`config.mk`:
```
export PLATFORM = sky130hd
export DESIGN_NAME = lsb_first_bit_packer
export DESIGN_NICKNAME = d
export VERILOG_FILES = /design/src/lsbp_pkg.sv /design/src/lsbp_front.sv /design/src/lsbp_queue.sv /design/src/lsbp_back.sv /design/src/lsb_first_bit_packer.sv
export SDC_FILE = /design/constraint.sdc
export NUM_CORES = 1
export LEC_CHECK = 0
export ABC_AREA = 0
export BUFFER_PORTS_ARGS = -buffer_cell sky130_fd_sc_hd__buf_2
export CAP_MARGIN = 20
export CORE_AREA = 2 2 149 151
export DETAILED_ROUTE_END_ITERATION = 8
export DIE_AREA = 0 0 151 153
export HOLD_SLACK_MARGIN = 0.02
export PLACE_DENSITY = 0.82
export SLEW_MARGIN = 20
export SYNTH_ARGS = -nofsm -noshare
export SYNTH_HDL_FRONTEND = slang
export SYNTH_SLANG_ARGS = --single-unit
export TNS_END_PERCENT = 50
```
`constraint.sdc`:
```
create_clock -name clk_i -period 8.7 [get_ports clk_i]
set_clock_uncertainty 0.15 [all_clocks]
set_input_delay 0.435 -clock clk_i [delete_from_list [all_inputs] [get_ports clk_i]]
set_output_delay 0.435 -clock clk_i [all_outputs]
set_load 0.05 [all_outputs]
```
`src/lsbp_pkg.sv`:
```
// ----------------------------------------------------------------------------
// lsbp_pkg
// Shared types and constants for the LSB-first bit packer: the input and
// result beat layouts, the input mode codes and the internal command format.
// ----------------------------------------------------------------------------
package lsbp_pkg;

  localparam int unsigned ByteBits  = 8;
  localparam int unsigned CodeWidth = 32;
  localparam int unsigned LenWidth  = 6;
  localparam int unsigned CntWidth  = 32;

  // Mode codes carried by an input beat.
  typedef enum logic [1:0] {
    ModeAppend  = 2'd0,
    ModeClose   = 2'd1,
    ModeRestart = 2'd2
  } lsbp_mode_e;

  // Commands that the front end hands to the back end.
  typedef enum logic [1:0] {
    OpAppend  = 2'd0,
    OpClose   = 2'd1,
    OpRestart = 2'd2
  } lsbp_op_e;

  typedef struct packed {
    logic [1:0]           mode;
    logic [CodeWidth-1:0] code_value;
    logic [LenWidth-1:0]  code_length;
  } lsbp_in_t;

  typedef struct packed {
    logic [ByteBits-1:0]  out_byte;
    logic                 has_byte;
    logic [CntWidth-1:0]  byte_total;
    logic                 last;
  } lsbp_out_t;

  typedef struct packed {
    lsbp_op_e             op;
    logic [CodeWidth-1:0] code;
    logic [LenWidth-1:0]  len;
  } lsbp_cmd_t;

endpackage

```
`src/lsbp_front.sv`:
```
// ----------------------------------------------------------------------------
// lsbp_front
// Decodes input beats into commands: clamps the code length, clears the code
// bits above it and drops beats that cannot change anything.
// ----------------------------------------------------------------------------
module lsbp_front
  import lsbp_pkg::*;
#(
  parameter int unsigned MAX_CODE_BITS = 32
) (
  input  lsbp_in_t  in_data_i,
  output logic      cmd_valid_o,
  output lsbp_cmd_t cmd_o
);

  localparam int unsigned Limit = (MAX_CODE_BITS < CodeWidth) ? MAX_CODE_BITS : CodeWidth;
  localparam logic [LenWidth-1:0] LenLimit = LenWidth'(Limit);

  logic [LenWidth-1:0]  len_clamped;
  logic [CodeWidth-1:0] code_mask;

  // Saturate the length and build the mask of valid code bits.
  always_comb begin
    len_clamped = (in_data_i.code_length > LenLimit) ? LenLimit : in_data_i.code_length;
    code_mask   = ~({CodeWidth{1'b1}} << len_clamped);
  end

  // Classify the beat.
  always_comb begin
    cmd_o.code  = in_data_i.code_value & code_mask;
    cmd_o.len   = len_clamped;
    cmd_o.op    = OpAppend;
    cmd_valid_o = 1'b0;
    unique case (in_data_i.mode)
      ModeAppend: begin
        cmd_o.op    = OpAppend;
        cmd_valid_o = (len_clamped != '0);
      end
      ModeClose: begin
        cmd_o.op    = OpClose;
        cmd_valid_o = 1'b1;
      end
      ModeRestart: begin
        cmd_o.op    = OpRestart;
        cmd_valid_o = 1'b1;
      end
      default: begin
        // The unused mode has no effect at all.
        cmd_valid_o = 1'b0;
      end
    endcase
  end

endmodule

```
`src/lsbp_queue.sv`:
```
// ----------------------------------------------------------------------------
// lsbp_queue
// Two-entry command queue between the front end and the back end.
// ----------------------------------------------------------------------------
module lsbp_queue
  import lsbp_pkg::*;
(
  input  logic      clk_i,
  input  logic      rst_ni,
  input  logic      push_i,
  input  lsbp_cmd_t push_cmd_i,
  output logic      full_o,
  input  logic      pop_i,
  output logic      pop_valid_o,
  output lsbp_cmd_t pop_cmd_o
);

  lsbp_cmd_t  entry_q [2];
  logic       wr_ptr_q, wr_ptr_d;
  logic       rd_ptr_q, rd_ptr_d;
  logic [1:0] fill_q, fill_d;

  assign full_o      = (fill_q == 2'd2);
  assign pop_valid_o = (fill_q != 2'd0);
  assign pop_cmd_o   = entry_q[rd_ptr_q];

  // Pointer and fill level update.
  always_comb begin
    wr_ptr_d = push_i ? ~wr_ptr_q : wr_ptr_q;
    rd_ptr_d = pop_i  ? ~rd_ptr_q : rd_ptr_q;
    fill_d   = fill_q;
    if (push_i && !pop_i) begin
      fill_d = fill_q + 2'd1;
    end else if (pop_i && !push_i) begin
      fill_d = fill_q - 2'd1;
    end
  end

  always_ff @(posedge clk_i or negedge rst_ni) begin
    if (!rst_ni) begin
      wr_ptr_q <= 1'b0;
      rd_ptr_q <= 1'b0;
      fill_q   <= 2'd0;
    end else begin
      wr_ptr_q <= wr_ptr_d;
      rd_ptr_q <= rd_ptr_d;
      fill_q   <= fill_d;
    end
  end

  // Entry storage needs no reset.
  always_ff @(posedge clk_i) begin
    if (push_i) begin
      entry_q[wr_ptr_q] <= push_cmd_i;
    end
  end

endmodule

```
`src/lsbp_back.sv`:
```
// ----------------------------------------------------------------------------
// lsbp_back
// Carries out commands: merges codes into the pending bits, emits one full
// byte per cycle into the output register while it is free and keeps the byte count.
// ----------------------------------------------------------------------------
module lsbp_back
  import lsbp_pkg::*;
(
  input  logic      clk_i,
  input  logic      rst_ni,
  input  logic      cmd_valid_i,
  input  lsbp_cmd_t cmd_i,
  output logic      cmd_pop_o,
  output logic      out_valid_o,
  input  logic      out_stall_i,
  output lsbp_out_t out_data_o
);

  localparam int unsigned AccWidth   = CodeWidth + ByteBits - 1;
  localparam int unsigned TotalWidth = $clog2(AccWidth + 1);

  typedef enum logic [1:0] {
    StIdle = 2'b01,
    StEmit = 2'b10
  } lsbp_state_e;

  lsbp_state_e           state_q, state_d;
  logic [ByteBits-1:0]   pend_bits_q, pend_bits_d;
  logic [2:0]            pend_cnt_q, pend_cnt_d;
  logic [CntWidth-1:0]   count_q, count_d;
  logic [AccWidth-1:0]   acc_q, acc_d;
  logic [TotalWidth-1:0] total_q, total_d;
  logic                  out_valid_q, out_valid_d;
  lsbp_out_t             out_q, out_d;

  logic                  out_free;
  logic [CntWidth-1:0]   count_inc;
  logic [AccWidth-1:0]   merged;
  logic [TotalWidth-1:0] merged_total;
  logic [TotalWidth-1:0] total_left;

  assign out_free    = !out_valid_q || !out_stall_i;
  assign out_valid_o = out_valid_q;
  assign out_data_o  = out_q;

  // Saturating byte count and the merge of a new code behind the pending bits.
  always_comb begin
    count_inc    = (count_q == '1) ? count_q : count_q + 1'b1;
    merged       = AccWidth'(pend_bits_q) | (AccWidth'(cmd_i.code) << pend_cnt_q);
    merged_total = TotalWidth'(pend_cnt_q) + TotalWidth'(cmd_i.len);
    total_left   = total_q - TotalWidth'(ByteBits);
  end

  // Sequencer.
  always_comb begin
    state_d     = state_q;
    pend_bits_d = pend_bits_q;
    pend_cnt_d  = pend_cnt_q;
    count_d     = count_q;
    acc_d       = acc_q;
    total_d     = total_q;
    out_valid_d = out_valid_q && out_stall_i;
    out_d       = out_q;
    cmd_pop_o   = 1'b0;
    unique case (state_q)
      StIdle: begin
        if (cmd_valid_i) begin
          unique case (cmd_i.op)
            OpAppend: begin
              cmd_pop_o = 1'b1;
              if (merged_total >= TotalWidth'(ByteBits)) begin
                acc_d   = merged;
                total_d = merged_total;
                state_d = StEmit;
              end else begin
                pend_bits_d = merged[ByteBits-1:0];
                pend_cnt_d  = merged_total[2:0];
              end
            end
            OpClose: begin
              if (out_free) begin
                cmd_pop_o      = 1'b1;
                out_valid_d    = 1'b1;
                out_d.last     = 1'b1;
                out_d.out_byte = pend_bits_q;
                out_d.has_byte = (pend_cnt_q != 3'd0);
                if (pend_cnt_q != 3'd0) begin
                  count_d          = count_inc;
                  out_d.byte_total = count_inc;
                end else begin
                  out_d.byte_total = count_q;
                end
                pend_bits_d = '0;
                pend_cnt_d  = '0;
              end
            end
            OpRestart: begin
              cmd_pop_o   = 1'b1;
              pend_bits_d = '0;
              pend_cnt_d  = '0;
              count_d     = '0;
            end
            default: begin
              cmd_pop_o = 1'b1;
            end
          endcase
        end
      end
      StEmit: begin
        // One full byte leaves per cycle while the output slot is free.
        if (out_free) begin
          out_valid_d      = 1'b1;
          out_d.out_byte   = acc_q[ByteBits-1:0];
          out_d.has_byte   = 1'b1;
          out_d.byte_total = count_inc;
          out_d.last       = (total_left < TotalWidth'(ByteBits));
          count_d          = count_inc;
          acc_d            = acc_q >> ByteBits;
          total_d          = total_left;
          if (total_left < TotalWidth'(ByteBits)) begin
            pend_bits_d = acc_q[2*ByteBits-1:ByteBits];
            pend_cnt_d  = total_left[2:0];
            state_d     = StIdle;
          end
        end
      end
      default: begin
        state_d = StIdle;
      end
    endcase
  end

  always_ff @(posedge clk_i or negedge rst_ni) begin
    if (!rst_ni) begin
      state_q     <= StIdle;
      pend_bits_q <= '0;
      pend_cnt_q  <= '0;
      count_q     <= '0;
      out_valid_q <= 1'b0;
    end else begin
      state_q     <= state_d;
      pend_bits_q <= pend_bits_d;
      pend_cnt_q  <= pend_cnt_d;
      count_q     <= count_d;
      out_valid_q <= out_valid_d;
    end
  end

  // Working accumulator and output payload need no reset.
  always_ff @(posedge clk_i) begin
    acc_q   <= acc_d;
    total_q <= total_d;
    out_q   <= out_d;
  end

endmodule

```
`src/lsb_first_bit_packer.sv`:
```
// ----------------------------------------------------------------------------
// lsb_first_bit_packer
// Packs variable-length codes into a byte stream, least significant bit
// first, and streams out each byte as it fills up.
// ----------------------------------------------------------------------------
//
//   Channel  Direction  Handshake              Beat
//   in       input      in_valid_i/in_stall_o  lsbp_in_t  (mode, code, length)
//   out      output     out_valid_o/out_stall_i lsbp_out_t (byte, has, total, last)
//
// An append beat is merged into the pending bits in the back end, which then
// emits each full byte it completes in turn before it takes the next command;
// close and restart are carried out from the idle state.
// Reset is asynchronous and active low and clears the pending bits and the
// byte count. A two-entry command queue lets the input keep taking beats
// while the output is stalled; the output register holds one result.
//
module lsb_first_bit_packer
  import lsbp_pkg::*;
#(
  parameter int unsigned MAX_CODE_BITS = 32
) (
  input  logic      clk_i,
  input  logic      rst_ni,
  input  logic      in_valid_i,
  output logic      in_stall_o,
  input  lsbp_in_t  in_data_i,
  output logic      out_valid_o,
  input  logic      out_stall_i,
  output lsbp_out_t out_data_o
);

  logic      front_valid;
  lsbp_cmd_t front_cmd;
  logic      queue_full;
  logic      queue_valid;
  lsbp_cmd_t queue_cmd;
  logic      queue_pop;

  assign in_stall_o = queue_full;

  // Decode input beats.
  lsbp_front #(
    .MAX_CODE_BITS(MAX_CODE_BITS)
  ) u_front (
    .in_data_i  (in_data_i),
    .cmd_valid_o(front_valid),
    .cmd_o      (front_cmd)
  );

  // Command queue between the two halves.
  lsbp_queue u_queue (
    .clk_i      (clk_i),
    .rst_ni     (rst_ni),
    .push_i     (in_valid_i && !queue_full && front_valid),
    .push_cmd_i (front_cmd),
    .full_o     (queue_full),
    .pop_i      (queue_pop),
    .pop_valid_o(queue_valid),
    .pop_cmd_o  (queue_cmd)
  );

  // Byte emission and state.
  lsbp_back u_back (
    .clk_i      (clk_i),
    .rst_ni     (rst_ni),
    .cmd_valid_i(queue_valid),
    .cmd_i      (queue_cmd),
    .cmd_pop_o  (queue_pop),
    .out_valid_o(out_valid_o),
    .out_stall_i(out_stall_i),
    .out_data_o (out_data_o)
  );

endmodule
```
==> results.cfg <==
[cts]
clk_pin_slew_ps = 60
ctsRootBufferMaster = clkbuf_16
clock_sinks = 217
cts-resized-gates = 0
cts_tree = yes
numCtsBuffers = 24
clock_path_buffers = 3
worstSkewPairLatency_ps = 530
htree_num_levels = 1

[global_route]
antenna_found_initial = 0
overflow = 0
grt_pass1_vias = 8188
grtUsageTotal = 0.227
grt_pass1_wl_mm = 42.3
grt_start_max_net_pins = 93

[floorplan]
die_y_um = 153
core_mm2 = 0.0215
dieArea_mm2 = 0.0231
ioPinCount = 88
initial_core_util = 0.542
fp-row-count = 54
die_w_um = 151

[synth]
synth-seq-cells = 217
async_flop_share = 0.230
yosysWarnings = 0
netlist_area_mm2 = 0.0117
ys.flop_type = edfxtp_1
syn_nets = 1086
synth_cell_types = 78
ys_seq_area_frac = 0.538
netlist_instances = 1026
synth-edff-count = 167
avgSynthCellArea_um2 = 11.4

[worst_setup_path]
slowest_stage = buf_4
arrival_ps = 4140
crit_path_cell_trace = buf_4 -> mux2i_1 -> inv_1 -> ha_1 -> a21o_1 -> and4_1 -> o21ai_0 -> o311ai_0 -> a211oi_4 -> buf_4
worst-setup-path-type = flip-flop to flip-flop
cp-start-kind = flip-flop
path_delay_family = buffers and inverters
crit_path_end_kind = flip-flop
cp_slowest_stage_delay_ps = 540
cp_data_required_time_ps = 8700
cp_common_cell = buf_4
critical_path_buf_inv_count = 3
critPathMaxFanout = 42

[timing]
setup_viol = 0
worst_pin_slew_ps = 967
clock.fmax_mhz = 241
rsz0062_at_grt = no
tns_ps = 0
slew-limit-headroom = 0.355
fin_crit_sh = 0.476
final.min_clock_period_ps = 4140
hold_viol = 0
slew_violations = 0

[routing]
post_drt_wl_per_cell_um = 19.3
drc = 0
drt-initial-drc-count = 841
first_pass_iters = 7
drt-total-wl_mm = 26.6
via_count = 8641
ant_nets = 0
vias_per_cell = 6.28

[placed_design]
io_buffers = 87
gp_congestion = 0.866
post-dp-hpwl_mm = 17.4

[hold_path]
worst_hold_path_type = input pin to flip-flop

[pwr]
vdd_drop_max_mv = 0.213
p_leak_nw = 4.83
sw_frac_of_total = 0.401
p_sw_mw = 1.91
power_frac_seq = 0.355
clockPowerShare = 0.207
combPwrFrac = 0.439
p_int_mw = 2.85
power.density_mw_per_mm2 = 367

[cells_and_area]
fillers = 1670
syn_to_final_growth_pct = 11.5
drive_gt1_frac = 0.191
seqCellArea_mm2 = 0.00627
fin_util = 0.605
multi_input_comb_area_mm2 = 0.00498
diodes = 0
fin_nets = 1139

[run_status]
status = finished clean

[job]
cap_violations = 0
-- stage by stage --
stage	area [um2]	hold slack, ps	std cells	total power [mW]	setup WS, ps
final	13000	63.6	1375	4.77	4560
after CTS	13000	52.9	1374	4.74	4580
after detailed placement	12200	338	1331	3.75	4600
after floorplan	11700	-10.6	1026	3.29	2270
after global routing	13000	72.7	1375	5.02	4240
after global placement	12200	331	1331	3.68	4750
-- power groups by stage --
stage	combinational (mW)	clock (mW)	sequential, mW
after floorplan	1.41	0	1.88
after global placement	1.99	0	1.69
after detailed placement	2.05	0	1.71
after CTS	2.06	0.992	1.69
after global routing	2.26	1.04	1.72
final	2.09	0.985	1.69
-- Yosys cell counts (22+ instances only) --
master    number  area (um2)
edfxtp_1     167        5010
nand2_1      166         623
nor2_1        64         240
dfrtp_1       49        1230
clkbuf_1      42         158
o21ai_0       38         190
a21oi_1       37         185
mux4_2        36         811
nand3_1       29         145
xnor2_1       27         236
nor2b_1       26         163
nor3_1        23         115
inv_1         22        82.6
-- sequential cells by signal, indices dropped and copies added (netlist names) --
register,flops
u_queue.entry_q,80
u_back.out_data_o,42
u_back.acc_q,39
u_back.count_q,32
u_back.pend_bits_q,8
u_back.total_q,6
u_back.pend_cnt_q,3
u_back.state_q,2
u_queue.fill_q,2
u_back.out_valid_o,1
u_queue.rd_ptr_q,1
u_queue.wr_ptr_q,1
-- per-layer routing --
metal  share of wire  global-route usage  wire, um
met1            0.42               0.335     11100
met2            0.47               0.351     12600
met3           0.092              0.0406      2450
met4           0.018              0.0565       465
met5               0                   0         0
-- placed cells by master (no fill, tap or decap), types with 15 or more instances in the layout --
master | Yosys | routed
nor3_1 | 23 | 23
mux4_2 | 36 | 36
dfrtp_1 | 49 | 48
mux2_2 | 16 | 16
o21a_1 | 15 | 15
o21ai_0 | 38 | 38
nand2_1 | 166 | 166
clkbuf_16 | 0 | 25
nor2_1 | 64 | 64
a21oi_1 | 37 | 37
edfxtp_1 | 167 | 167
inv_1 | 22 | 22
nand4_1 | 20 | 20
nand3_1 | 29 | 29
xnor2_1 | 27 | 27
buf_2 | 11 | 87
nor2b_1 | 26 | 25
and3_1 | 20 | 20
-- worst paths after layout --
kind / startpoint / end / slack [ps] / cells after the start
hold / removal: in_data_i[6] / u_queue.entry_q[0][6] / 60 / 2
min in group asynchronous: rst_ni / u_back.count_q[5] / 420 / 3
max in group asynchronous: rst_ni / u_queue.rd_ptr_q / 7460 / 3
hold reg to reg: u_back.pend_bits_q[2] / u_back.pend_bits_q[2] / 350 / 1
setup reg to reg: u_queue.rd_ptr_q / u_back.acc_q[4] / 4560 / 10
setup / recovery: u_queue.rd_ptr_q / u_back.acc_q[4] / 4560 / 10
-- cells by family (layout without fill, tap and decap cells) --
logic type,Yosys count,count (layout),synth area share
adder cells (fa/ha/maj),16,16,0.0178
buffers and inverters,96,165,0.0377
XOR/XNOR,41,41,0.0308
AND/OR/NAND/NOR,402,402,0.167
multiplexers,63,63,0.0945
AO/OA/AOI/OAI,191,191,0.114
flip-flops,217,217,0.538
-- final cells by class --
cell class | count | area share
Clock buffer | 29 | 0.0493
Tap cell | 280 | 0.0270
Multi-Input combinational cell | 713 | 0.383
Timing Repair Buffer | 101 | 0.0428
Inverter | 22 | 0.00636
Sequential cell | 217 | 0.482
Clock inverter | 13 | 0.00896
-- repair_timing --
action / in CTS / in global routing
hold buffers: 1 / 0
buffers inserted: 0 / 0
hold endpoints to repair: 49 / 0
endpoints found under the setup margin: 0 / 0
-- worst register-to-register path, delay by kind of cell (launching register included) --
| family | cells | cell delay (ps) |
|---|---|---|
| and+or+nand+nor | 1 | 210 |
| muxes | 1 | 380 |
| adders and majority gates | 1 | 280 |
| AOI/OAI and AO/OA | 4 | 1110 |
| buffers and inverters | 3 | 1140 |
| DFF | 1 | 490 |
Power figures use the tool's default switching activity.
